===== config.mk =====
export PLATFORM = sky130hd
export DESIGN_NAME = char_lcd_nibble_sequencer_flat
export DESIGN_NICKNAME = d
export VERILOG_FILES = /design/src/rtl/core/clns_pkg.sv /design/src/rtl/core/clns_if.sv /design/src/rtl/core/clns_front.sv /design/src/rtl/core/clns_queue.sv /design/src/rtl/core/clns_back.sv /design/src/rtl/core/char_lcd_nibble_sequencer.sv /design/src/flat_wrapper.sv
export SDC_FILE = /design/constraint.sdc
export NUM_CORES = 1
export LEC_CHECK = 0
export BUFFER_PORTS_ARGS = -buffer_cell sky130_fd_sc_hd__buf_2
export CORE_MARGIN = 4
export CORE_UTILIZATION = 49
export DETAILED_ROUTE_END_ITERATION = 7
export MAX_ROUTING_LAYER = met4
export PLACE_DENSITY = 0.76
export SLEW_MARGIN = 20
export SYNTH_ARGS = -nofsm -noshare
export SYNTH_HDL_FRONTEND = slang
export SYNTH_SLANG_ARGS = --single-unit

===== constraint.sdc =====
create_clock -name clock -period 2.5 [get_ports clock]
set_input_delay 0.625 -clock clock [delete_from_list [all_inputs] [get_ports clock]]
set_output_delay 0.625 -clock clock [all_outputs]
set_load 0.01 [all_outputs]

===== src/rtl/core/clns_pkg.sv =====
// Shared types, constants and the power-up transfer table for the
// character LCD nibble sequencer. No dependencies.
`default_nettype none

package clns_pkg;

   localparam int QUEUE_DEPTH = 2;
   localparam int INIT_STEPS  = 12;
   localparam int STEP_W      = 4;

   localparam logic [11:0] PULSE_CMD_US  = 12'd4000;
   localparam logic [11:0] PULSE_CHAR_US = 12'd40;

   localparam logic [7:0] DISPLAY_CTRL_BASE = 8'h08;

   typedef enum logic [2:0] {
      OP_INIT      = 3'd0,
      OP_COMMAND   = 3'd1,
      OP_CHARACTER = 3'd2,
      OP_CURSOR    = 3'd3,
      OP_DISPLAY   = 3'd4
   } op_type;

   typedef struct packed {
      logic       is_init;
      logic       rs;
      logic [7:0] data;
   } job_type;

   typedef struct packed {
      logic    valid;
      job_type job;
   } push_type;

   typedef struct packed {
      logic        rs;
      logic [3:0]  nibble;
      logic [11:0] pulse;
      logic [14:0] wait_us;
   } xfer_type;

   function automatic xfer_type init_step(input logic [STEP_W-1:0] idx);
      xfer_type x;
      x.rs      = 1'b0;
      x.pulse   = PULSE_CMD_US;
      x.wait_us = 15'd0;
      case (idx)
         4'd0: begin
            x.nibble  = 4'h3;
            x.wait_us = 15'd20000;
         end
         4'd1: begin
            x.nibble  = 4'h3;
            x.wait_us = 15'd5000;
         end
         4'd2: begin
            x.nibble  = 4'h3;
            x.wait_us = 15'd16000;
         end
         4'd3:    x.nibble = 4'h2;
         4'd4:    x.nibble = 4'h2;
         4'd5:    x.nibble = 4'h8;
         4'd6:    x.nibble = 4'h0;
         4'd7:    x.nibble = 4'h6;
         4'd8:    x.nibble = 4'h0;
         4'd9:    x.nibble = 4'hC;
         4'd10:   x.nibble = 4'h0;
         4'd11:   x.nibble = 4'h1;
         default: x.nibble = 4'h0;
      endcase
      return x;
   endfunction

endpackage

`default_nettype wire


===== src/rtl/core/clns_if.sv =====
// Valid/ready channel interfaces for requests and nibble transfers.
// Depends on nothing.
`default_nettype none

interface clns_req_if;
   logic       valid;
   logic       ready;
   logic [2:0] opcode;
   logic [7:0] byte_value;
   logic [2:0] row;
   logic [4:0] column;
   logic       display_on;
   logic       cursor_on;
   logic       blink_on;

   modport source (output valid, opcode, byte_value, row, column,
                   display_on, cursor_on, blink_on, input ready);
   modport sink   (input valid, opcode, byte_value, row, column,
                   display_on, cursor_on, blink_on, output ready);
endinterface

interface clns_rsp_if;
   logic        valid;
   logic        ready;
   logic        register_select;
   logic [3:0]  nibble;
   logic [11:0] pulse_us;
   logic [14:0] wait_before_us;
   logic        last;

   modport source (output valid, register_select, nibble, pulse_us,
                   wait_before_us, last, input ready);
   modport sink   (input valid, register_select, nibble, pulse_us,
                   wait_before_us, last, output ready);
endinterface

`default_nettype wire


===== src/rtl/core/clns_front.sv =====
// Request decoder: classifies each request into a byte or init job.
// Depends on clns_pkg and clns_req_if.
`default_nettype none

module clns_front (
   clns_req_if.sink          req,
   input  logic              q_ready,
   output clns_pkg::push_type push
);

   function automatic logic [7:0] row_base(input logic [1:0] idx);
      logic [7:0] b;
      case (idx)
         2'd0:    b = 8'h80;
         2'd1:    b = 8'hC0;
         2'd2:    b = 8'h94;
         default: b = 8'hD4;
      endcase
      return b;
   endfunction

   logic [2:0] row_m1;
   logic [7:0] cursor_addr;

   assign req.ready   = q_ready;
   assign row_m1      = req.row - 3'd1;
   assign cursor_addr = row_base(row_m1[1:0]) + {3'b000, req.column} - 8'd1;

   always_comb begin
      push.job.is_init = 1'b0;
      push.job.rs      = 1'b0;
      push.job.data    = req.byte_value;
      push.valid       = req.valid && q_ready;
      unique case (clns_pkg::op_type'(req.opcode))
         clns_pkg::OP_INIT: begin
            push.job.is_init = 1'b1;
         end
         clns_pkg::OP_COMMAND: begin
         end
         clns_pkg::OP_CHARACTER: begin
            push.job.rs = 1'b1;
         end
         clns_pkg::OP_CURSOR: begin
            push.job.data = cursor_addr;
            if (req.row < 3'd1 || req.row > 3'd4) begin
               push.valid = 1'b0;
            end
         end
         clns_pkg::OP_DISPLAY: begin
            push.job.data = clns_pkg::DISPLAY_CTRL_BASE
                          | {5'b00000, req.display_on, req.cursor_on, req.blink_on};
         end
         default: begin
            push.valid = 1'b0;
         end
      endcase
   end

endmodule

`default_nettype wire


===== src/rtl/core/clns_queue.sv =====
// Short job queue between the decoder and the transfer sequencer.
// Depends on clns_pkg.
`default_nettype none

module clns_queue #(
   parameter int Depth = clns_pkg::QUEUE_DEPTH
) (
   input  logic               clock,
   input  logic               reset,
   input  clns_pkg::push_type push,
   output logic               q_ready,
   output logic               q_valid,
   output clns_pkg::job_type  q_job,
   input  logic               pop
);

   localparam int PtrW = (Depth > 1) ? $clog2(Depth) : 1;
   localparam int CntW = $clog2(Depth + 1);

   clns_pkg::job_type mem_ff [Depth];
   logic [PtrW-1:0]   wr_ptr_ff, wr_ptr_in;
   logic [PtrW-1:0]   rd_ptr_ff, rd_ptr_in;
   logic [CntW-1:0]   count_ff, count_in;
   logic              do_push, do_pop;

   assign q_ready = count_ff != CntW'(Depth);
   assign q_valid = count_ff != '0;
   assign q_job   = mem_ff[rd_ptr_ff];
   assign do_push = push.valid && q_ready;
   assign do_pop  = pop && q_valid;

   always_comb begin
      wr_ptr_in = wr_ptr_ff;
      rd_ptr_in = rd_ptr_ff;
      count_in  = count_ff;
      if (do_push) begin
         wr_ptr_in = (wr_ptr_ff == PtrW'(Depth - 1)) ? '0 : wr_ptr_ff + 1'b1;
      end
      if (do_pop) begin
         rd_ptr_in = (rd_ptr_ff == PtrW'(Depth - 1)) ? '0 : rd_ptr_ff + 1'b1;
      end
      if (do_push && !do_pop) begin
         count_in = count_ff + 1'b1;
      end else if (do_pop && !do_push) begin
         count_in = count_ff - 1'b1;
      end
   end

   always_ff @(posedge clock) begin
      if (do_push) begin
         mem_ff[wr_ptr_ff] <= push.job;
      end
   end

   always_ff @(posedge clock) begin
      if (reset) begin
         wr_ptr_ff <= '0;
         rd_ptr_ff <= '0;
         count_ff  <= '0;
      end else begin
         wr_ptr_ff <= wr_ptr_in;
         rd_ptr_ff <= rd_ptr_in;
         count_ff  <= count_in;
      end
   end

endmodule

`default_nettype wire


===== src/rtl/core/clns_back.sv =====
// Transfer sequencer: expands each job into nibble transfers into an
// output register. Depends on clns_pkg and clns_rsp_if.
`default_nettype none

module clns_back (
   input  logic              clock,
   input  logic              reset,
   input  logic              q_valid,
   input  clns_pkg::job_type q_job,
   output logic              pop,
   clns_rsp_if.source        rsp
);

   logic                        active_ff, active_in;
   logic [clns_pkg::STEP_W-1:0] step_ff, step_in;
   clns_pkg::job_type           job_ff, job_in;
   logic                        rsp_valid_ff, rsp_valid_in;
   clns_pkg::xfer_type          xfer_ff, xfer_in;
   logic                        last_ff, last_in;
   clns_pkg::xfer_type          cur;
   logic                        cur_last;
   logic                        advance;
   logic                        fire;

   always_comb begin
      if (job_ff.is_init) begin
         cur      = clns_pkg::init_step(step_ff);
         cur_last = step_ff == clns_pkg::STEP_W'(clns_pkg::INIT_STEPS - 1);
      end else begin
         cur.rs      = job_ff.rs;
         cur.nibble  = step_ff[0] ? job_ff.data[3:0] : job_ff.data[7:4];
         cur.pulse   = job_ff.rs ? clns_pkg::PULSE_CHAR_US : clns_pkg::PULSE_CMD_US;
         cur.wait_us = 15'd0;
         cur_last    = step_ff[0];
      end
   end

   assign advance = !rsp_valid_ff || rsp.ready;
   assign fire    = active_ff && advance;
   assign pop     = q_valid && (!active_ff || (fire && cur_last));

   always_comb begin
      rsp_valid_in = fire || (rsp_valid_ff && !rsp.ready);
      xfer_in      = fire ? cur : xfer_ff;
      last_in      = fire ? cur_last : last_ff;
      job_in       = pop ? q_job : job_ff;
      if (pop) begin
         active_in = 1'b1;
         step_in   = '0;
      end else if (fire) begin
         active_in = !cur_last && active_ff;
         step_in   = step_ff + 1'b1;
      end else begin
         active_in = active_ff;
         step_in   = step_ff;
      end
   end

   always_ff @(posedge clock) begin
      if (reset) begin
         active_ff    <= 1'b0;
         step_ff      <= '0;
         rsp_valid_ff <= 1'b0;
      end else begin
         active_ff    <= active_in;
         step_ff      <= step_in;
         rsp_valid_ff <= rsp_valid_in;
      end
      job_ff  <= job_in;
      xfer_ff <= xfer_in;
      last_ff <= last_in;
   end

   assign rsp.valid           = rsp_valid_ff;
   assign rsp.register_select = xfer_ff.rs;
   assign rsp.nibble          = xfer_ff.nibble;
   assign rsp.pulse_us        = xfer_ff.pulse;
   assign rsp.wait_before_us  = xfer_ff.wait_us;
   assign rsp.last            = last_ff;

endmodule

`default_nettype wire


===== src/rtl/core/char_lcd_nibble_sequencer.sv =====
// Character LCD 4-bit bus sequencer: request channel in, nibble transfer
// channel out. Depends on clns_pkg, clns_if, clns_front, clns_queue, clns_back.
//
// Usage:
//   req_ch carries one request word per handshake (opcode and arguments).
//   rsp_ch carries one nibble transfer per word: RS level, nibble, enable
//   pulse width, wait before it, and last on the final transfer of a request.
//   Init gives twelve transfers; command, character, cursor and display
//   control give two; unused opcodes and cursor rows outside 1 to 4 give none.
// A request passes the job queue, job register and output register to rsp_ch.
// Throughput: one transfer per cycle while rsp_ch is ready and a job is
//   queued.
//   Requests are decoded into a job queue of QueueDepth entries, so req_ch
//   keeps accepting while the sequencer works, until the queue is full.
// Reset: synchronous; empties the queue and drops any pending transfer.
// Stall: while rsp_ch is not ready the output word holds and the sequencer
//   stops; req_ch backs up once the queue fills.
`default_nettype none

module char_lcd_nibble_sequencer #(
   parameter int QueueDepth = clns_pkg::QUEUE_DEPTH
) (
   input logic        clock,
   input logic        reset,
   clns_req_if.sink   req_ch,
   clns_rsp_if.source rsp_ch
);

   clns_pkg::push_type push;
   clns_pkg::job_type  q_job;
   logic               q_ready;
   logic               q_valid;
   logic               pop;

   clns_front u_front (
      .req     (req_ch),
      .q_ready (q_ready),
      .push    (push)
   );

   clns_queue #(
      .Depth (QueueDepth)
   ) u_queue (
      .clock   (clock),
      .reset   (reset),
      .push    (push),
      .q_ready (q_ready),
      .q_valid (q_valid),
      .q_job   (q_job),
      .pop     (pop)
   );

   clns_back u_back (
      .clock   (clock),
      .reset   (reset),
      .q_valid (q_valid),
      .q_job   (q_job),
      .pop     (pop),
      .rsp     (rsp_ch)
   );

   a_pop_nonempty: assert property (@(posedge clock) disable iff (reset)
      pop |-> q_valid)
      else $error("job popped from empty queue");

   a_push_room: assert property (@(posedge clock) disable iff (reset)
      push.valid |-> q_ready)
      else $error("job pushed into full queue");

   a_char_pulse: assert property (@(posedge clock) disable iff (reset)
      (rsp_ch.valid && rsp_ch.register_select) |->
         (rsp_ch.pulse_us == clns_pkg::PULSE_CHAR_US && rsp_ch.wait_before_us == 15'd0))
      else $error("character transfer with command timing");

   a_reset_idle: assert property (@(posedge clock)
      reset |=> !rsp_ch.valid)
      else $error("transfer valid after reset");

endmodule

`default_nettype wire

===== src/flat_wrapper.sv =====
// flat-port wrapper written by rule: the top's interface ports become plain ports
module char_lcd_nibble_sequencer_flat 
#(
   parameter int QueueDepth = clns_pkg::QUEUE_DEPTH
)
  (clock, reset, req_ch_valid, req_ch_opcode, req_ch_byte_value, req_ch_row, req_ch_column, req_ch_display_on, req_ch_cursor_on, req_ch_blink_on, req_ch_ready, rsp_ch_valid, rsp_ch_register_select, rsp_ch_nibble, rsp_ch_pulse_us, rsp_ch_wait_before_us, rsp_ch_last, rsp_ch_ready);
  clns_req_if req_ch_i ();
  clns_rsp_if rsp_ch_i ();
  input logic clock;
  input logic reset;
  input wire logic [$bits(req_ch_i.valid)-1:0] req_ch_valid;
  input wire logic [$bits(req_ch_i.opcode)-1:0] req_ch_opcode;
  input wire logic [$bits(req_ch_i.byte_value)-1:0] req_ch_byte_value;
  input wire logic [$bits(req_ch_i.row)-1:0] req_ch_row;
  input wire logic [$bits(req_ch_i.column)-1:0] req_ch_column;
  input wire logic [$bits(req_ch_i.display_on)-1:0] req_ch_display_on;
  input wire logic [$bits(req_ch_i.cursor_on)-1:0] req_ch_cursor_on;
  input wire logic [$bits(req_ch_i.blink_on)-1:0] req_ch_blink_on;
  output wire logic [$bits(req_ch_i.ready)-1:0] req_ch_ready;
  output wire logic [$bits(rsp_ch_i.valid)-1:0] rsp_ch_valid;
  output wire logic [$bits(rsp_ch_i.register_select)-1:0] rsp_ch_register_select;
  output wire logic [$bits(rsp_ch_i.nibble)-1:0] rsp_ch_nibble;
  output wire logic [$bits(rsp_ch_i.pulse_us)-1:0] rsp_ch_pulse_us;
  output wire logic [$bits(rsp_ch_i.wait_before_us)-1:0] rsp_ch_wait_before_us;
  output wire logic [$bits(rsp_ch_i.last)-1:0] rsp_ch_last;
  input wire logic [$bits(rsp_ch_i.ready)-1:0] rsp_ch_ready;
  assign req_ch_i.valid = req_ch_valid;
  assign req_ch_i.opcode = req_ch_opcode;
  assign req_ch_i.byte_value = req_ch_byte_value;
  assign req_ch_i.row = req_ch_row;
  assign req_ch_i.column = req_ch_column;
  assign req_ch_i.display_on = req_ch_display_on;
  assign req_ch_i.cursor_on = req_ch_cursor_on;
  assign req_ch_i.blink_on = req_ch_blink_on;
  assign req_ch_ready = req_ch_i.ready;
  assign rsp_ch_valid = rsp_ch_i.valid;
  assign rsp_ch_register_select = rsp_ch_i.register_select;
  assign rsp_ch_nibble = rsp_ch_i.nibble;
  assign rsp_ch_pulse_us = rsp_ch_i.pulse_us;
  assign rsp_ch_wait_before_us = rsp_ch_i.wait_before_us;
  assign rsp_ch_last = rsp_ch_i.last;
  assign rsp_ch_i.ready = rsp_ch_ready;
  char_lcd_nibble_sequencer #(.QueueDepth(QueueDepth)) u_core (.clock(clock), .reset(reset), .req_ch(req_ch_i), .rsp_ch(rsp_ch_i));
endmodule

---- Yosys cells after proc, flatten, opt, wreduce, memory -nomap -nowiden ----
Memory sizes are Yosys's and may differ from the RTL's. A register that Yosys moved wholly into a read port is not among the register bits.
Cells that the tools add are included.
operators by class
  multiplexer cells ....................... 20
  add/sub/neg operators ................... 8
  reduce and logical (&&, ||, !) cells .... 30
  order comparisons ....................... 2
  equal/unequal tests ..................... 15
operator list
  kind                                              count
  case mux 15 bit (3 select lines)                  1
  2-to-1 mux 31 bit                                 1
  case mux 4 bit (6 select lines)                   1
  case mux 7 bit (3 select lines)                   1
  case mux 8 bit (2 select lines)                   1
  == test 4 x 3 -> 1 bit, second input constant     3
  2-to-1 mux 12 bit                                 1
  logical AND 1 bit                                 10
  2-to-1 mux 1 bit                                  10
  adder 8 x 5 -> 8 bit                              1
  == test 4 x 2 -> 1 bit, second input constant     2
  == test 4 bit, second input constant              2
  subtractor 8 x 1 -> 8 bit, second input constant  1
  == test 3 x 2 -> 1 bit, second input constant     2
  logical NOT 1 bit                                 6
  nonzero test 2 bit                                3
  adder 4 x 1 -> 4 bit, second input constant       1
  == test 4 x 1 -> 1 bit, second input constant     1
  logical NOT 4 bit                                 1
  logical OR 1 bit                                  4
  2-to-1 mux 2 bit                                  2
  2-to-1 mux 4 bit                                  1
  OR reduction 2 bit                                2
  OR reduction 4 bit                                1
  14 further kinds                                  16
storage, ports and cells
  bits in writable memories ............... 20
  bits of input ports ..................... 26
  register bits after elaboration ......... 43
  word-level logic and storage cells ...... 87
  output and inout port bits .............. 35
  memories kept ........................... 1
memories
  name                   words  bits a word  rd ports  clocked after memory_dff  write ports  RTL line          RTL
  u_core.u_queue.mem_ff  2      10           1         1                         1            clns_queue.sv:20  clns_pkg::job_type mem_ff [Depth];

---- Longest topological paths before layout ----
  depth in word-level cells ............... 10
  mapped depth ............................ 9
  mapped depth without buffers ............ 9

---- Cells and area by module ----
From an unflattened synthesis, not the netlist that was laid out.
unflattened totals
  cells, all modules ...................... 249
  area, all modules ....................... 2,862.7 µm²
modules (own cells, without submodules)
  module      instances  seq. area each (µm²)  cells each  area an instance (µm²)
  clns_back   1          810.8                 122         1,440.1
  clns_queue  1          700.7                 55          940.9
  clns_front  1          0.0                   72          481.7

---- Least setup slack after synthesis ----
No wires, ideal clock.
  kind .................................... input -> register
  from .................................... input req_ch_row[0]
  to ...................................... memory u_core.u_queue.mem_ff[0][5] in the netlist's numbering, data pin
  slack ................................... -5 ps
  arrival ................................. 2,321 ps
  data required time ...................... 2,316 ps
  cell stages on the path ................. 8
  path buffers ............................ 0
  cells stage by stage .................... inv_1 ha_1 xor2_1 fa_1 a21o_1 a21oi_1 xnor2_1 a211oi_1
RTL lines
  what             RTL line            RTL
  start, declared  flat_wrapper.sv:14  input wire logic [$bits(req_ch_i.row)-1:0] req_ch_row;
  end, declared    clns_queue.sv:20

==> flow_metrics.env <==
export IMPL_wl_mm=4.74
export IMPL_layout_nets=336
export IMPL_postCtsSetupBuffers=0
export IMPL_clock_sinks=53
export IMPL_leakage_nw=1.34
export IMPL_hp_class="register to register"
export IMPL_layout_cells_non_filler=371
export IMPL_die_w_um=84.2
export IMPL_maxCapViolations=0
export IMPL_viasPerCell=5.11
export IMPL_place_inst=363
export IMPL_drv_slew=0
export IMPL_pin_count=61
export IMPL_synth_edf_count=43
export IMPL_fin_crit_sh_pct=94.5
export IMPL_syn_inst=244
export IMPL_synthFlopType="edfxtp_1"
export IMPL_cp_end_kind="register"
export IMPL_synth_area_sq_um=2840
export IMPL_numCtsBuffers=5
export IMPL_status="finished clean"
export IMPL_cts_hold_buf=0
export IMPL_synthArstFlopShare_pct=0
export IMPL_r2r_cells=7
export IMPL_io_buffers=49
export IMPL_grt_pass1_vias=1824
export IMPL_finalHoldViolCount=0
export IMPL_holdWs_ns=0.553
export IMPL_post_place_ws_ns=-0.172
export IMPL_fin_ws_ns=0.139
export IMPL_wl_per_cell_um=12.8
export IMPL_rows=27
export IMPL_ir_worst_vdd_uv=421
export IMPL_synth_top_area_share_pct=45.4
export IMPL_tritoncts="yes"
export IMPL_detail_route_antenna_nets=0
export IMPL_ys_warn_count=0
export IMPL_cts_max_level=2
export IMPL_synth_largest_area_cell="edfxtp_1"
export IMPL_drtPass1Iterations=4
export IMPL_root_buffer="clkbuf_8"
export IMPL_avgSynthCellArea_sq_um=11.7
export IMPL_synth_cell_types=46
export IMPL_seq_area_frac_synth_pct=52.4
export IMPL_fillCellCount=486
export IMPL_grt_start_max_net_pins=17
export IMPL_clk_pin_slew_ns=0.09
export IMPL_drt_iter0_markers=71
export IMPL_track_usage_pct=14.0
export IMPL_antennaDiodeCount=0
export IMPL_post_route_util_pct=58.2
export IMPL_drc=0
export IMPL_place_congestion=0.882
export IMPL_rsz0062_at_grt="false"
export IMPL_grt_pass1_wl_mm=7.85
export IMPL_vias=1896
export IMPL_die_h_um=84.2
export IMPL_antenna_found_initial=0
export IMPL_worstSkewPairLatency_ns=0.30
export IMPL_criticalPathCategory="input pin to register"
export IMPL_final_setup_skew_ns=0.00805
export IMPL_post_route_min_period_ns=2.36
export IMPL_cp_arrival_ns=2.46
export IMPL_initial_utilization_pct=51.0
export IMPL_overflow=0
export IMPL_fmax_mhz=423
export IMPL_worstPathMaxFanout=2
export IMPL_place_hpwl_mm=3.69
export IMPL_cts_buffer_depth=2
export IMPL_power_per_cell_area_nw_per_um2=837
export IMPL_place_area_sq_um=3160
export IMPL_stdcell_area_sq_um=3250
export IMPL_crit_required_ns=2.60
export IMPL_core_sq_um=5570
export IMPL_min_path_cells=1
export IMPL_worst_setup_path_start_kind="input pin"
export IMPL_setup_viol=0
export IMPL_synth_area_leaders="edfxtp_1 45%, dfxtp_1 7.0%, buf_4 5.3%, ha_1 4.8%, mux2_2 4.0%"
export IMPL_die_area_sq_um=7090
export IMPL_drive_gt1_share_pct=31.1
export IMPL_area_delta_synth_final_pct=14.2
export IMPL_synth_seq_cells=53
export IMPL_ctsResizeCount=0
[power breakdown]
part	internal (mW)	total [mW]	switching (mW)
Combinational	0.428	0.912	0.484
Clock	0.194	0.455	0.261
Sequential	1.23	1.35	0.121
Total	1.85	2.72	0.867
[cell families (layout without fill, tap and decap cells)]
group / count (synthesis) / in the layout / share of synthesized area, %
and+or+nand+nor: 57 / 57 / 10.6
adders and majority gates: 12 / 12 / 5.54
xor gates and xnor gates: 12 / 12 / 3.70
muxes: 16 / 16 / 6.42
AOI/OAI and AO/OA: 49 / 49 / 12.3
DFF: 53 / 53 / 52.4
other: 2 / 11 / 0.264
buffers and inverters: 43 / 89 / 8.75
[Yosys cell counts, types with 3 or more instances]
| master | count |
|---|---|
| and2_1 | 4 |
| mux2i_1 | 4 |
| o22ai_1 | 3 |
| ha_1 | 11 |
| edfxtp_1 | 43 |
| mux2_2 | 10 |
| buf_2 | 3 |
| inv_1 | 15 |
| buf_4 | 20 |
| a211oi_1 | 5 |
| or2_2 | 3 |
| nand2b_1 | 7 |
| nor2b_1 | 6 |
| a22oi_1 | 4 |
| xor2_1 | 9 |
| xnor2_1 | 3 |
| nor2_1 | 13 |
| nor3_1 | 5 |
| a21oi_1 | 12 |
| dfxtp_1 | 10 |
| o21ai_0 | 13 |
| nand3_1 | 3 |
| nand2_1 | 9 |
[registers in the layout (all words and copies together) (netlist names)]
name / cells
u_core.u_back.rsp.valid: 1
u_core.u_queue.count_ff: 2
u_core.u_queue.rd_ptr_ff: 1
u_core.u_queue.mem_ff: 20
u_core.u_back.rsp.pulse_us: 2
u_core.u_queue.wr_ptr_ff: 1
u_core.u_back.rsp.wait_before_us: 6
u_core.u_back.rsp.nibble: 4
u_core.u_back.rsp.last: 1
u_core.u_back.active_ff: 1
u_core.u_back.step_ff: 4
u_core.u_back.job_ff: 10
[layer usage]
layer  routed length [um]  global-route usage, %  up-vias
li1                     -                      -      946
met1                 1930                   15.9      873
met2                 2410                   24.1       66
met3                  298                   2.16       11
met4                  105                   6.73        0
met5                    0                      -        -
[cell usage in the layout (no fill, tap or decap), drive strengths merged, types with 9 or more instances in the layout]
cell type / synthesis / final
mux2: 12 / 12
buf: 24 / 65
ha: 11 / 11
o21ai: 13 / 13
inv: 15 / 15
dfxtp: 10 / 10
a21oi: 13 / 13
nand2: 9 / 9
edfxtp: 43 / 43
conb: 2 / 11
nor2: 14 / 14
xor2: 9 / 9
[final timing paths]
| path | from | to | slack, ns |
|---|---|---|---|
| max | req_ch_row[0] | u_core.u_queue.mem_ff[0][6] | 0.14 |
| min | u_core.u_queue.mem_ff[1][7] | u_core.u_back.job_ff[7] | 0.55 |
| max reg2reg | u_core.u_back.job_ff[9] | u_core.u_queue.count_ff[1] | 0.48 |
| min reg2reg | u_core.u_queue.mem_ff[1][7] | u_core.u_back.job_ff[7] | 0.55 |
[layout make-up]
| cell class | count | area (sq um) | area share, % |
|---|---|---|---|
| clock inverter | 3 | 17.5 | 0.539 |
| inverter | 16 | 60.1 | 1.85 |
| clock buffer | 5 | 68.8 | 2.12 |
| timing repair buffer | 65 | 378 | 11.6 |
| multi-input combinational | 157 | 1140 | 35.1 |
| tap | 72 | 90.1 | 2.77 |
| sequential | 53 | 1490 | 45.9 |
[worst max-delay path, stage by stage]
cell	delay [ns]
buf_2	0.09
inv_1	0.05
ha_1	0.32
xor2_1	0.27
ha_1	0.30
a211oi_1	0.23
o21ai_0	0.14
xnor2_1	0.14
a211oi_1	0.32
[metrics by stage]
step / power (mW) / TNS [ns]
2_1_floorplan: 2.04 / 0
3_3_place_gp: 2.26 / -0.509
3_5_place_dp: 2.29 / -1.19
4_1_cts: 2.76 / 0
5_1_grt: 2.89 / 0
6_report: 2.72 / 0
Power figures use the tool's default switching activity.
